**src/hdl/qsd_pkg.sv**
```systemverilog
// shared types and constants for the multi-channel quadrature step decoder
// no dependencies
`default_nettype none

package qsd_pkg;

    localparam int CH_W     = 4;
    localparam int PPS_W    = 7;
    localparam int TABLE_W  = 32;
    localparam int CNT_W    = 8;
    localparam int CFG_W    = 32;

    localparam logic [PPS_W-1:0]   PPS_RESET   = 7'd4;
    // standard quadrature table {0,-1,+1,0,+1,0,0,-1,-1,0,0,+1,0,+1,-1,0}
    localparam logic [TABLE_W-1:0] TABLE_RESET = 32'h3443_C11C;
    localparam logic [3:0]         INDEX_MASK  = 4'hF;

    typedef enum logic {
        REG_PULSES_PER_STEP  = 1'b0,
        REG_TRANSITION_TABLE = 1'b1
    } cfg_reg_t;

    typedef logic signed [1:0] step_t;

    localparam step_t STEP_NONE = 2'sb00;
    localparam step_t STEP_POS  = 2'sb01;
    localparam step_t STEP_NEG  = 2'sb11;

    // per-channel stored state
    typedef struct packed {
        logic [1:0]       pair;
        logic [CNT_W-1:0] count;
    } chan_state_t;

endpackage

`default_nettype wire

```
**src/hdl/qsd_state.sv**
```systemverilog
// per-channel state store: previous pin pair and pulse count
// depends on qsd_pkg
`default_nettype none

module qsd_state
    import qsd_pkg::*;
#(
    parameter int DEPTH = 16,
    parameter int IDX_W = 4
) (
    input  wire logic             aclk,
    input  wire logic             aresetn,
    input  wire logic [IDX_W-1:0] rd_idx,
    output chan_state_t           rd_data,
    input  wire logic             wr_en,
    input  wire logic [IDX_W-1:0] wr_idx,
    input  wire chan_state_t      wr_data
);

    chan_state_t state_reg [DEPTH];

    always_ff @(posedge aclk) begin
        if (!aresetn) begin
            for (int i = 0; i < DEPTH; i++) begin
                state_reg[i] <= '0;
            end
        end else if (wr_en) begin
            state_reg[wr_idx] <= wr_data;
        end
    end

    assign rd_data = state_reg[rd_idx];

endmodule

`default_nettype wire

```
**src/hdl/qsd_update.sv**
```systemverilog
// table lookup, count update and threshold compare for one pin sample
// depends on qsd_pkg
`default_nettype none

module qsd_update
    import qsd_pkg::*;
(
    input  wire chan_state_t         cur,
    input  wire logic [1:0]          pin_pair,
    input  wire logic [TABLE_W-1:0]  table_bits,
    input  wire logic [PPS_W-1:0]    pulses_per_step,
    output chan_state_t              nxt,
    output step_t                    step
);

    logic [3:0]             tidx;
    logic signed [1:0]      delta;
    logic signed [CNT_W-1:0] cnt;
    logic [CNT_W-1:0]       mag;
    logic                   hit;

    always_comb begin
        tidx  = {cur.pair, pin_pair} & INDEX_MASK;
        delta = table_bits[{tidx, 1'b0} +: 2];
        cnt   = $signed(cur.count) + CNT_W'(delta);
        // magnitude after wrap, -128 reads as 128
        mag   = cnt[CNT_W-1] ? CNT_W'(-cnt) : CNT_W'(cnt);
        hit   = (mag >= {1'b0, pulses_per_step});

        nxt.pair = pin_pair;
        if (hit) begin
            nxt.count = '0;
            step      = (!cnt[CNT_W-1] && (cnt != '0)) ? STEP_POS : STEP_NEG;
        end else begin
            nxt.count = cnt;
            step      = STEP_NONE;
        end
    end

endmodule

`default_nettype wire

```
**src/hdl/multi_channel_quadrature_step_decoder.sv**
```systemverilog
// top level of the multi-channel quadrature step decoder
// depends on qsd_pkg, qsd_state, qsd_update
//
//  channel   ports                                   width
//  s_        s_valid s_ready s_encoder_index s_pin_pair   4 + 2
//  m_        m_valid m_ready m_step                  2 (signed)
//  config    cfg_we cfg_index cfg_data               1 + 32
//
// one request per cycle sustained while m_ready keeps up; a request passes the
// input register, then lookup/add/compare into the result register that drives m_valid
// state is written back on the same edge that loads the result, so a request
// for the same channel in the next cycle sees the update
// synchronous active-low reset clears all channel state and restores the config defaults
// a stalled result holds the input register; s_ready drops only when both are full
`default_nettype none

module multi_channel_quadrature_step_decoder
    import qsd_pkg::*;
#(
    parameter int NUM_ENCODERS = 16
) (
    input  wire logic               aclk,
    input  wire logic               aresetn,

    input  wire logic               s_valid,
    output logic                    s_ready,
    input  wire logic [CH_W-1:0]    s_encoder_index,
    input  wire logic [1:0]         s_pin_pair,

    output logic                    m_valid,
    input  wire logic               m_ready,
    output step_t                   m_step,

    input  wire logic               cfg_we,
    input  wire logic               cfg_index,
    input  wire logic [CFG_W-1:0]   cfg_data
);

    // only sixteen channels are reachable through the index field
    localparam int DEPTH = (NUM_ENCODERS < 16) ? NUM_ENCODERS : 16;
    localparam int IDX_W = (DEPTH > 1) ? $clog2(DEPTH) : 1;

    logic [PPS_W-1:0]   pps_reg;
    logic [TABLE_W-1:0] table_reg;

    logic               in_vld_reg;
    logic [CH_W-1:0]    in_ch_reg;
    logic [1:0]         in_pair_reg;

    logic               out_vld_reg;
    logic               out_vld_next;
    step_t              out_step_reg;

    logic               adv;
    logic               in_range;
    logic [IDX_W-1:0]   ch_idx;
    chan_state_t        cur_state;
    chan_state_t        nxt_state;
    step_t              upd_step;

    // config registers
    always_ff @(posedge aclk) begin
        if (!aresetn) begin
            pps_reg   <= PPS_RESET;
            table_reg <= TABLE_RESET;
        end else if (cfg_we) begin
            unique case (cfg_reg_t'(cfg_index))
                REG_PULSES_PER_STEP:  pps_reg   <= cfg_data[PPS_W-1:0];
                REG_TRANSITION_TABLE: table_reg <= cfg_data[TABLE_W-1:0];
                default: ;
            endcase
        end
    end

    assign adv     = in_vld_reg && (!out_vld_reg || m_ready);
    assign s_ready = !in_vld_reg || adv;

    assign in_range = ({3'b000, in_ch_reg} < 7'(NUM_ENCODERS));
    assign ch_idx   = in_ch_reg[IDX_W-1:0];

    // input register
    always_ff @(posedge aclk) begin
        if (!aresetn) begin
            in_vld_reg <= 1'b0;
        end else if (s_ready) begin
            in_vld_reg <= s_valid;
        end
    end

    always_ff @(posedge aclk) begin
        if (s_valid && s_ready) begin
            in_ch_reg   <= s_encoder_index;
            in_pair_reg <= s_pin_pair;
        end
    end

    qsd_state #(
        .DEPTH (DEPTH),
        .IDX_W (IDX_W)
    ) u_state (
        .aclk    (aclk),
        .aresetn (aresetn),
        .rd_idx  (ch_idx),
        .rd_data (cur_state),
        .wr_en   (adv && in_range),
        .wr_idx  (ch_idx),
        .wr_data (nxt_state)
    );

    qsd_update u_update (
        .cur             (cur_state),
        .pin_pair        (in_pair_reg),
        .table_bits      (table_reg),
        .pulses_per_step (pps_reg),
        .nxt             (nxt_state),
        .step            (upd_step)
    );

    // result register
    assign out_vld_next = adv || (out_vld_reg && !m_ready);

    always_ff @(posedge aclk) begin
        if (!aresetn) begin
            out_vld_reg <= 1'b0;
        end else begin
            out_vld_reg <= out_vld_next;
        end
    end

    always_ff @(posedge aclk) begin
        if (adv) begin
            out_step_reg <= in_range ? upd_step : STEP_NONE;
        end
    end

    assign m_valid = out_vld_reg;
    assign m_step  = out_step_reg;

    // an unknown channel always reports no step
    a_out_of_range_zero: assert property (@(posedge aclk) disable iff (!aresetn)
        adv && !in_range |=> m_step == STEP_NONE)
        else $error("out-of-range channel reported a step");

    // backpressure reaches the input only when both registers are full
    a_ready_low_full: assert property (@(posedge aclk) disable iff (!aresetn)
        !s_ready |-> (in_vld_reg && out_vld_reg && !m_ready))
        else $error("input stalled with a free register");

    a_reset_empty: assert property (@(posedge aclk)
        !aresetn |=> !m_valid && !in_vld_reg)
        else $error("valid set after reset");

endmodule

`default_nettype wire

```
**config.mk**
```make
export PLATFORM = sky130hd
export DESIGN_NAME = multi_channel_quadrature_step_decoder
export DESIGN_NICKNAME = d
export VERILOG_FILES = /design/src/hdl/qsd_pkg.sv /design/src/hdl/qsd_state.sv /design/src/hdl/qsd_update.sv /design/src/hdl/multi_channel_quadrature_step_decoder.sv
export SDC_FILE = /design/constraint.sdc
export NUM_CORES = 1
export LEC_CHECK = 0
export ABC_CLOCK_PERIOD_IN_PS = 7800
export BUFFER_PORTS_ARGS = -buffer_cell sky130_fd_sc_hd__buf_2
export CELL_PAD_IN_SITES_DETAIL_PLACEMENT = 1
export CELL_PAD_IN_SITES_GLOBAL_PLACEMENT = 2
export CORE_MARGIN = 2
export CORE_UTILIZATION = 40
export DETAILED_ROUTE_END_ITERATION = 6
export GPL_TIMING_DRIVEN = 0
export PLACE_DENSITY = 0.81
export SYNTH_ARGS = -nofsm -noshare
export SYNTH_HDL_FRONTEND = slang
export SYNTH_SLANG_ARGS = --single-unit
export TNS_END_PERCENT = 1
```
**constraint.sdc**
```tcl
create_clock -name aclk -period 7.8 [get_ports aclk]
set_input_delay 0 -clock aclk [delete_from_list [all_inputs] [get_ports aclk]]
set_output_delay 0 -clock aclk [all_outputs]
set_load 0.01 [all_outputs]
```
# After elaboration in Yosys (flattened, before gate mapping)
# Memory sizes are Yosys's and may differ from the RTL's. A register that Yosys moved wholly into a read port is not among the register bits.
# Index checks and enable logic that the tools add are counted.
# Widths: inputs -> output; s select.
# classes
n_addsub	2
order_cmp	1
shifts	1
mux	11
bitwise	1
reduce_logical	15
# ops
op	n
$shiftx 32x6->2	1
$mux 8	2
$mux 10	1
$reduce_or 10->1	1
$add 8x2->8	1
$ge 8x7->1	1
$mux 4	2
$neg 8->8	1
$reduce_bool 8->1	1
$mux 1	5
$logic_and 1x1->1	4
$logic_not 1->1	4
$reduce_and 2->1	2
$logic_or 1x1->1	3
$mux 2	1
$not 1->1	1
# word_totals
ff_bits	49
ramBits	160
in_bits	44
output_inout_bits	4
elab_cells	39
mem_count	1
# memory_table
memory	words	word_bits	read_ports	rd_clocked_by_memory_dff	write_ports	line_no	text
u_state.state_reg	16	10	1	1	16	qsd_state.sv:20	chan_state_t state_reg [DEPTH];

# Longest topological paths before layout
# Gate-level depths: netlist of the first run.
# depth
ltp_word	8
ltp_mapped	26
mapped_depth_nobuf	21

# By module
# From an unflattened synthesis of the first run, not the netlist that was laid out.
# hier_totals
cells_unflattened	775
area_unflattened_um2	10297.4
# by_module_without_submodules
module	n_inst	cells_per_inst	area_each_um2	seq_area_each_um2
qsd_state	1	461	7313.3	4804.6
multi_channel_quadrature_step_decoder	1	189	1909.3	1061.0
qsd_update	1	125	1074.8	0.0

# Worst setup path before layout of the first run
# No wires, ideal clock.
# synth_path
kind	flip-flop to flip-flop
startpoint	reg (tool-made name)
endpoint	mem u_state.state_reg[0][7] (netlist bit) (data pin)
setup_time_ns	0.177
arrival_ns	6.478
t_required_ns	7.623
slack_ns	1.145
stages_incl_launch_ff	24
path_buffers	6
period_less_slack_ns	6.655
path_cell_list	dfxtp_1 -> buf_2 -> buf_1 -> buf_1 -> mux4_2 -> mux4_2 -> ha_1 -> a21o_1 -> a21oi_1 -> o211ai_1 -> and3_1 -> buf_1 -> nor2_2 -> xor2_2 -> buf_6 -> mux2i_1 -> ha_1 -> a21o_1 -> a21o_1 -> a21o_1 -> a21oi_1 -> o21ai_0 -> clkbuf_1 -> nor4_1
# synth_lines
element	line_no
end, declared	qsd_state.sv:20

==> out/summary.txt, run 1 <==
FINISH
--------------------------------------------------------------------------------
Fraction of the core area covered by cells at the end of the flow .        48.5%
NumNets Final .....................................................          978
Max reg flops .....................................................          160
Fraction of layout instances using a drive strength above 1 .......        19.2%
Post-route non-filler standard cell count .........................         1267
Synth-to-Final Area Change ........................................        18.8%
Number of filler cells placed in the layout .......................         2615
Diode insertion count for antenna repair ..........................            0

POWER AND IR DROP
--------------------------------------------------------------------------------
Int Power .........................................................      2.34 mW
Combinational group share of total power ..........................        37.6%
Clk network pwr share .............................................        28.9%
Switching power ...................................................      1.57 mW
Share of power burned in registers ................................        33.4%
Switching share of power ..........................................        40.2%
Overall power of the completed layout .............................      3.91 mW
Reported leakage power ............................................      4.31 nW
Maximum VDD drop ..................................................     0.202 mV
Power Dens Cells ..................................................   319 mW/mm2

SYNTHESIS
--------------------------------------------------------------------------------
Ranking of synthesized cells by instance count .................... edfxtp_1 (168), nand2_1 (103), nor2_1 (90), clkbuf_1 (66), a2111oi_0 (64)
Number of synthesis warnings ......................................            0
Number of enable flip-flop cells after synthesis ..................          168
#FFs+latches synth ................................................          213
Seq/Total Area, Yosys .............................................        57.7%
Gate count after technology mapping ...............................          800
Fraction of synthesized cell area taken by the top area cell type .        48.9%
Share of synthesized registers carrying an async set or reset .....           0%
Netlist area before placement .....................................   0.0103 mm2
Library cells used by synthesis ...................................           47
Cell types with the largest area share after synthesis ............ edfxtp_1 (49%), mux4_2 (12%), dfxtp_1 (8.7%)
Most used DFF post-synth ..........................................     edfxtp_1
Net count after synthesis .........................................          860
Cell accounting for the most synthesized area .....................     edfxtp_1
Count leader, synth ...............................................     edfxtp_1
Mean instance size in the synthesized netlist .....................     12.9 um2

DRT
--------------------------------------------------------------------------------
Routed WL per cell ................................................      23.8 um
DRC viols .........................................................            0
Total via count in the routed design ..............................         7406
Router iterations before antenna repair ...........................            5
Final ANT Viol Nets ...............................................            0
Number of DRC markers after the initial detailed-route iteration ..          648
Number of vias per cell ...........................................         5.85
Routed WL .........................................................      30.1 mm

TIMING
--------------------------------------------------------------------------------
Final critical delay including setup and external delays ..........      7.43 ns
Post-Route Skew ...................................................    0.0261 ns
Worst-case headroom to the max-slew limit .........................        39.5%
Final-report hold violation count .................................            0
Worst Max-Slew Pin Slew ...........................................     0.903 ns
Fin. max-slew vios ................................................            0
Tcrit/Tclk final ..................................................        95.2%
Unrepaired setup endpoints after global routing ...................         true
Max Clk Rate ......................................................    0.135 GHz
# setup viols final ...............................................            0
Setup Total Neg Slack .............................................         0 ns

FLOORPLANNING
--------------------------------------------------------------------------------
Ports .............................................................           48
Initial Util ......................................................        40.8%
Placeable core area ...............................................   0.0253 mm2
Placement row count ...............................................           58
Overall die area ..................................................   0.0271 mm2
Die Height ........................................................       165 um
Die width .........................................................       165 um

CTS
--------------------------------------------------------------------------------
Clock-pin slew on the worst setup and hold paths ..................      0.06 ns
Root Buffer Master ................................................    clkbuf_16
Maximum clock path buffer count ...................................            3
Deepest level of the CTS H-tree ...................................            1
Num Clock Sinks ...................................................          213
Num CTS Buffers ...................................................           25
Clock tree from TritonCTS .........................................        built
Clock network latency to the later pin of the worst-skew pair .....      0.54 ns

PLACE
--------------------------------------------------------------------------------
Estimated wirelength of the detail-placed design ..................      21.2 mm
Placed cells ......................................................         1178
Number of buffer cells added on primary ports .....................           47
Routability-driven placement congestion ratio .....................        0.843

GLOBAL ROUTING
--------------------------------------------------------------------------------
First-pass GRT wire length ........................................      46.6 mm
Number of global-route vias before repair .........................         7977
Congestion Overflow GR ............................................            0
Pin count of the biggest net entering global routing ..............           14
All-Layer GR Usage ................................................        23.0%
Initial antenna violation count ...................................            0

CRITICAL PATH
--------------------------------------------------------------------------------
Critical path start-end classification ............................ register to register
Critical-path maximum fanout ......................................           10
Critical path's slowest cell ......................................       mux4_2
Count of buffer and inverter cells on the critical path ...........            7
Largest stage delay on the critical path ..........................      0.60 ns
Setup crit start kind .............................................     register
Endpoint arrival time on the critical path ........................      7.72 ns
Critical Path Most Common Cell ....................................       a21o_1
Element type at the critical path end .............................     register
Largest delay share family, worst path ............................ compound AO/OA/AOI/OAI gates
Critical path data required time ..................................      8.09 ns

OUTCOME
--------------------------------------------------------------------------------
Run status ........................................................    completed

JOB
--------------------------------------------------------------------------------
Count of maximum capacitance violations ...........................            0

HOLD PATH
--------------------------------------------------------------------------------
Hold crit path type ............................................... input pin to register

stage by stage:
step	instance area [um2]	setup slack (ns)	hold slack (ns)
5_1_grt	12300	-0.0243	0.0992
3_5_place_dp	11000	-0.696	0.179
2_1_floorplan	10300	1.14	0.0989
6_report	12300	0.373	0.0677
3_3_place_gp	11000	-1.08	0.178
4_1_cts	12200	0.0119	0.0517
power by group through the flow:
stage          Sequential [mW]  Clock [mW]  Combinational [mW]
2_1_floorplan             1.32           0               0.905
3_3_place_gp              1.33           0                1.35
3_5_place_dp              1.33           0                1.39
4_1_cts                   1.31        1.15                1.42
5_1_grt                   1.31        1.19                1.59
6_report                  1.31        1.13                1.47
final timing paths:
path / startpoint / endpoint / slack (ns) / depth (start not counted)
hold reg to reg: table_reg[13] / table_reg[13] / 0.46 / 2
hold / removal: cfg_we / pps_reg[0] / 0.07 / 4
setup / recovery: register / u_state.state_reg[15][1] / 0.37 / 27
setup reg to reg: register / u_state.state_reg[15][1] / 0.37 / 27
what timing repair did:
item,4_1_cts,5_1_grt
endpoints found under the hold margin,51,0
resized for setup,14,20
endpoints found under the setup margin,128,110
hold buffers,43,0
buffers inserted,0,0
cell usage in the layout (no fill, tap or decap), types with 10 or more instances in the layout:
master / count
nand2_1: 103
ha_1: 15
nor2_1: 90
mux4_2: 57
a21boi_0: 20
clkinv_2: 10
a2111oi_0: 54
clkbuf_16: 25
nor2b_1: 13
clkbuf_1: 67
nand3_1: 22
mux2i_1: 14
edfxtp_1: 168
buf_2: 51
dlygate4sd3_1: 43
dfxtp_1: 45
a21oi_1: 12
inv_1: 17
per-layer routing:
layer	vias up	track usage [%]	routed length, um
li1	3317	-	-
met1	3775	31.1	12900
met2	254	38.5	14900
met3	60	3.14	1530
met4	0	7.55	832
met5	-	0	0
kinds of logic after synthesis:
logic type      Yosys count  synth area share, %
simple gates            264                 11.6
flops                   213                 57.7
compound gates          126                 9.63
buf+inv                  94                 3.69
mux                      77                 14.5
fa+ha+maj                16                 2.01
xor+xnor                 10                0.995
final cells by class:
type | count | area (um2) | area share [%]
Clock buffer | 29 | 641 | 5.23
Buffer | 77 | 334 | 2.73
Inverter | 17 | 63.8 | 0.521
Tap cell | 330 | 413 | 3.37
Multi-Input combinational cell | 493 | 4040 | 33.0
Timing Repair Buffer | 91 | 673 | 5.49
Clock inverter | 17 | 139 | 1.13
Sequential cell | 213 | 5950 | 48.5
worst register-to-register path: cells and delay by family (launching register included):
kind	cells	cell delay (ns)
buf+inv	7	1.49
compound gates	10	2.09
xor+xnor	1	0.33
mux	3	1.41
flops	1	0.32
fa+ha+maj	2	0.54
simple gates	4	1.01
Power figures use the tool's default switching activity.
==> run 2: changes to the inputs <==
Settings changed: ABC_CLOCK_PERIOD_IN_PS 7800 to 7100.
Clock period 7.8 ns to 7.1 ns, I/O delays scaled along.
==> run 2 against run 1 <==
  * Critical path depth down 2
  * Critical endpoint is now u_state.state_reg[13][1]
  * First-iteration DRC count rose by 3.5%
  * Final cell count grew 0.63%
  * Largest power group unchanged
==> out/summary.txt, run 2 (synthesis results as in run 1) <==
CRITICAL PATH
-------------------------------------------------------------------------------
Largest stage delay on the critical path .........................      0.58 ns
Critical path data required time .................................      7.40 ns
Critical path start-end classification ........................... register to register
Count of buffer and inverter cells on the critical path ..........            6
Terminus of the critical flop-to-flop path ....................... u_state.state_reg[13][1]
Worst-case reg-to-reg path depth .................................           25
Capture point of the critical path ............................... u_state.state_reg[13][1]
Critical-path maximum fanout .....................................           10
Largest delay share family, worst path ........................... multiplexers
Setup crit start kind ............................................     register
Critical path's slowest cell .....................................       mux4_2
Reg-to-reg slack, setup ..........................................      0.20 ns
Endpoint arrival time on the critical path .......................      7.20 ns
Number of logic stages on the critical path including buffering ..           25
Element type at the critical path end ............................     register

POWER AND IR DROP
-------------------------------------------------------------------------------
Power Dens Cells .................................................   363 mW/mm2
Reported leakage power ...........................................      4.39 nW
Maximum VDD drop .................................................     0.209 mV
Overall power of the completed layout ............................      4.56 mW

TIMING
-------------------------------------------------------------------------------
Worst-case headroom to the max-slew limit ........................        38.5%
Fin. max-slew vios ...............................................            0
Worst Max-Slew Pin Slew ..........................................     0.919 ns
Final-report hold violation count ................................            0
Final critical delay including setup and external delays .........      6.90 ns
# setup viols final ..............................................            0
Max Clk Rate .....................................................    0.145 GHz
Tcrit/Tclk final .................................................        97.1%
Setup Total Neg Slack ............................................         0 ns
Unrepaired setup endpoints after global routing ..................         true
Post-Route Skew ..................................................    0.0246 ns

FLOORPLANNING
-------------------------------------------------------------------------------
Overall die area .................................................   0.0271 mm2
Die width ........................................................       165 um
Die Height .......................................................       165 um
Placement row count ..............................................           58
Ports ............................................................           48
Placeable core area ..............................................   0.0253 mm2
Initial Util .....................................................        40.8%

DRT
-------------------------------------------------------------------------------
Total via count in the routed design .............................         7444
Final ANT Viol Nets ..............................................            0
Routed WL ........................................................      30.4 mm
Number of vias per cell ..........................................         5.84
DRC viols ........................................................            0
Routed WL per cell ...............................................      23.8 um
Number of DRC markers after the initial detailed-route iteration .          671
Router iterations before antenna repair ..........................            4

GLOBAL ROUTING
-------------------------------------------------------------------------------
Pin count of the biggest net entering global routing .............           14
Initial antenna violation count ..................................            0
First-pass GRT wire length .......................................      46.8 mm
Highest-utilization routing layer at the global route stage ......         met2
Met1 track demand over resource ..................................        30.9%
All-Layer GR Usage ...............................................        23.1%
Met3 track utilization from global routing .......................        3.31%
GRT met2 Usage ...................................................        38.7%
Congestion Overflow GR ...........................................            0
Number of global-route vias before repair ........................         7994

JOB
-------------------------------------------------------------------------------
Count of maximum capacitance violations ..........................            0

CTS
-------------------------------------------------------------------------------
Clock tree from TritonCTS ........................................        built
Clock network latency to the later pin of the worst-skew pair ....      0.54 ns
Num Clock Sinks ..................................................          213
Root Buffer Master ...............................................    clkbuf_16
Deepest level of the CTS H-tree ..................................            1
Clock-pin slew on the worst setup and hold paths .................      0.06 ns
Num CTS Buffers ..................................................           25
Maximum clock path buffer count ..................................            3

HOLD PATH
-------------------------------------------------------------------------------
Hold crit path type .............................................. input pin to register
Start point of the worst hold path ...............................       cfg_we

FINISH
-------------------------------------------------------------------------------
NumNets Final ....................................................          986
Leading cell type in the layout, fill and taps excluded ..........     edfxtp_1
Diode insertion count for antenna repair .........................            0
Post-route non-filler standard cell count ........................         1275
Leading cell types in the layout, fill and taps excluded ......... edfxtp_1 (168), nand2_1 (103), nor2_1 (90), mux4_2 (57), clkbuf_1 (57)
Fraction of layout instances using a drive strength above 1 ......        24.3%
Synth-to-Final Area Change .......................................        21.7%
Max reg flops ....................................................          160

PLACE
-------------------------------------------------------------------------------
Number of buffer cells added on primary ports ....................           47
Placed cells .....................................................         1178
Estimated wirelength of the detail-placed design .................      21.2 mm
Routability-driven placement congestion ratio ....................        0.843

OUTCOME
-------------------------------------------------------------------------------
Run status .......................................................    completed

[run 2: area by class of cell]
type / instances / area, um2
Multi-Input combinational cell: 493 / 4270
Timing Repair Buffer: 99 / 733
Tap cell: 330 / 413
Buffer: 77 / 344
Clock inverter: 17 / 139
Clock buffer: 29 / 641
Sequential cell: 213 / 5950
Fill cell: 2610 / 12700
Inverter: 17 / 67.6
[run 2: routing by layer]
metal	wire length, um	part of all wire (%)	vias up
li1	-	-	3330
met1	12900	42	3812
met2	15000	49	243
met3	1590	5.2	59
met4	862	2.8	0
met5	0	0	-
[run 2: how the worst min path moves through the flow]
stage                           endpoint  slack [ns]  cells after the start
after floorplan                ch_idx[0]         0.1                      0
after global placement    in_pair_reg[0]        0.18                      1
after detailed placement  in_pair_reg[1]        0.18                      1
after CTS                     pps_reg[0]        0.05                      4
after global routing          pps_reg[0]         0.1                      4
final                         pps_reg[0]        0.07                      4
[run 2: stage by stage]
stage / hold slack [ns] / util (%) / worst slack (ns) / area, um2
floorplan: 0.0989 / - / 0.445 / 10300
global placement: 0.178 / 43.4 / -1.78 / 11000
detailed placement: 0.179 / 43.5 / -1.40 / 11000
CTS: 0.0517 / 48.6 / -0.0353 / 12300
global route: 0.0988 / 49.7 / -0.133 / 12600
finish: 0.0704 / 49.7 / 0.203 / 12600
[run 2: power breakdown]
group | internal, mW | switching [mW]
sequential | 1.41 | 0.0245
clock | 0.719 | 0.521
combinational | 0.528 | 1.36
[run 2: what timing repair did]
item	4_1_cts	5_1_grt
gates cloned	0	0
setup endpoints to repair	130	110
hold endpoints to repair	51	0
hold buffers	43	0
pin swaps	2	4
setup buffers	1	7
resized for setup	38	95
[run 2: worst min-delay path: stages]
cell	delay (ns)
buf_2	0.11
nor2b_1	0.19
mux2i_1	0.14
nor2b_1	0.10
==> run 3: changes to the inputs <==
Settings changed: CORE_UTILIZATION 40 to 44, PLACE_DENSITY 0.81 to 0.87.
==> run 3 against run 2 <==
  * Sequential power hardly changed
  * Clock skew fell by 0.0012 ns
  * Critical path type unchanged
  * Clock power increased by 9%
==> out/summary.txt, run 3 (synthesis results as in run 1) <==
OUTCOME
--------------------------------------------------------------------------------
Run status ........................................................    completed

CRITICAL PATH
--------------------------------------------------------------------------------
Critical-path maximum fanout ......................................           10
Endpoint arrival time on the critical path ........................      7.16 ns
Critical path data required time ..................................      7.35 ns
Critical path start-end classification ............................ register to register
Setup crit start kind .............................................     register
Element type at the critical path end .............................     register

FINISH
--------------------------------------------------------------------------------
Diode insertion count for antenna repair ..........................            0
Fraction of layout instances using a drive strength above 1 .......        25.4%
Fraction of the core area covered by cells at the end of the flow .        54.4%
Leading cell type in the layout, fill and taps excluded ...........     edfxtp_1
Number of filler cells placed in the layout .......................         2371
Leading cell types in the layout, fill and taps excluded .......... edfxtp_1 (168), nand2_1 (103), nor2_1 (90), buf_2 (59), mux4_2 (57)
Max reg flops .....................................................          160
NumNets Final .....................................................          981
Synth-to-Final Area Change ........................................        22.7%

POWER AND IR DROP
--------------------------------------------------------------------------------
Maximum VDD drop ..................................................     0.221 mV
Clk network pwr share .............................................        29.0%
Switching power ...................................................      1.92 mW
Power Dens Cells ..................................................   369 mW/mm2
Int Power .........................................................      2.75 mW
Combinational group share of total power ..........................        40.3%
Reported leakage power ............................................      4.39 nW
Switching share of power ..........................................        41.0%
Share of power burned in registers ................................        30.7%

PLACE
--------------------------------------------------------------------------------
Estimated wirelength of the detail-placed design ..................      20.5 mm
Routability-driven placement congestion ratio .....................        0.847
Number of buffer cells added on primary ports .....................           47

GLOBAL ROUTING
--------------------------------------------------------------------------------
Number of global-route vias before repair .........................         7829
All-Layer GR Usage ................................................        24.5%
Pin count of the biggest net entering global routing ..............           15
Initial antenna violation count ...................................            0
First-pass GRT wire length ........................................      45.4 mm
Congestion Overflow GR ............................................            0

TIMING
--------------------------------------------------------------------------------
Final-report hold violation count .................................            0
Final critical delay including setup and external delays ..........      6.90 ns
Worst-case headroom to the max-slew limit .........................        30.1%
Unrepaired setup endpoints after global routing ...................         true
# setup viols final ...............................................            0
Worst Max-Slew Pin Slew ...........................................      1.04 ns
Hold WS ...........................................................    0.0511 ns
Post-Route Skew ...................................................    0.0234 ns
Fin. max-slew vios ................................................            0
Tcrit/Tclk final ..................................................        97.2%
Max Clk Rate ......................................................    0.145 GHz

DRT
--------------------------------------------------------------------------------
Number of DRC markers after the initial detailed-route iteration ..          710
Final ANT Viol Nets ...............................................            0
Routed WL .........................................................      29.8 mm
Routed WL per cell ................................................      23.7 um
Total via count in the routed design ..............................         7477
Number of vias per cell ...........................................         5.95
Router iterations before antenna repair ...........................            5
DRC viols .........................................................            0

FLOORPLANNING
--------------------------------------------------------------------------------
Die Height ........................................................       157 um
Die width .........................................................       157 um
Placeable core area ...............................................   0.0233 mm2
Ports .............................................................           48
Overall die area ..................................................   0.0247 mm2
Initial Util ......................................................        44.3%
Placement row count ...............................................           56

HOLD PATH
--------------------------------------------------------------------------------
Hold crit path type ............................................... input pin to register
Start point of the worst hold path ................................       cfg_we

CTS
--------------------------------------------------------------------------------
Clock tree from TritonCTS .........................................        built
Clock network latency to the later pin of the worst-skew pair .....      0.52 ns
Maximum clock path buffer count ...................................            3
Clock-pin slew on the worst setup and hold paths ..................      0.06 ns
Num CTS Buffers ...................................................           24
Num Clock Sinks ...................................................          213
Deepest level of the CTS H-tree ...................................            1
Root Buffer Master ................................................    clkbuf_16

JOB
--------------------------------------------------------------------------------
Count of maximum capacitance violations ...........................            0

run 3: changes by cell type in the layout (fill, tap and decap cells not counted), sizes merged:
cell | previous run | this run
clkinv | 14 | 4
clkbuf | 93 | 89
bufinv | 2 | 5
clkinvlp | 1 | 4
dlygate4sd3 | 43 | 44
run 3: routing by layer:
metal	vias to the layer above	GRT usage, %	routed length, um
met5	-	0	0
met4	0	7.88	744
met3	48	3.66	1690
met2	279	41.5	14900
li1	3324	-	-
met1	3826	32.7	12500
run 3: critical path, stage by stage (launching register included):
cell	delay, ns
dfxtp_1	0.32
buf_6	0.18
mux4_2	0.58
mux4_2	0.55
buf_4	0.17
mux4_2	0.29
mux4_2	0.49
ha_1	0.23
a21o_1	0.20
a21oi_4	0.22
o211ai_1	0.19
and3_1	0.22
buf_1	0.19
nor2_4	0.25
xor2_4	0.19
buf_6	0.20
mux2i_1	0.22
ha_1	0.26
a21o_1	0.16
a21o_1	0.17
a21o_1	0.19
a21oi_2	0.23
o21ai_1	0.11
buf_4	0.20
buf_2	0.21
a2111oi_0	0.40
run 3: through the flow:
stage | instances | setup slack, ns | TNS (ns) | area (um2) | power, mW
after floorplan | 800 | 0.445 | 0 | 10300 | 2.45
after global placement | 1166 | -1.75 | -165.59 | 10900 | 2.92
after detailed placement | 1167 | -1.49 | -143.53 | 11000 | 2.96
after CTS | 1255 | 0.0535 | 0 | 12300 | 4.38
after global routing | 1257 | -0.194 | -1.79 | 12600 | 4.87
final | 1257 | 0.196 | 0 | 12600 | 4.67
run 3: final cells by class:
| cell class | instances | area, um2 | area share [%] |
|---|---|---|---|
| inverter | 17 | 67.6 | 0.534 |
| clock inverter | 13 | 204 | 1.61 |
| sequential | 213 | 5950 | 47.0 |
| timing repair buffer | 95 | 706 | 5.58 |
| buffer | 77 | 345 | 2.73 |
| clock buffer | 30 | 654 | 5.17 |
| tap | 319 | 399 | 3.16 |
| multi-input combinational | 493 | 4330 | 34.2 |
run 3: worst paths after layout:
kind / end / slack [ns] / cells after the start
setup / recovery: u_state.state_reg[5][2] / 0.20 / 25
hold / removal: pps_reg[0] / 0.05 / 4
setup reg to reg: u_state.state_reg[5][2] / 0.20 / 25
hold reg to reg: table_reg[13] / 0.46 / 2
run 3: repair_timing:
action	4_1_cts	5_1_grt
resized for setup	32	127
hold buffers	44	0
hold endpoints to repair	51	0
setup buffers	1	2
setup endpoints to repair	130	110
pin swaps	1	4
run 3: power by group through the flow:
stage          Sequential, mW  Clock (mW)  Combinational (mW)
5_1_grt                  1.44        1.41                2.02
2_1_floorplan            1.45           0               0.994
3_5_place_dp             1.46           0                1.50
4_1_cts                  1.44        1.36                1.58
3_3_place_gp             1.46           0                1.46
6_report                 1.44        1.35                1.88
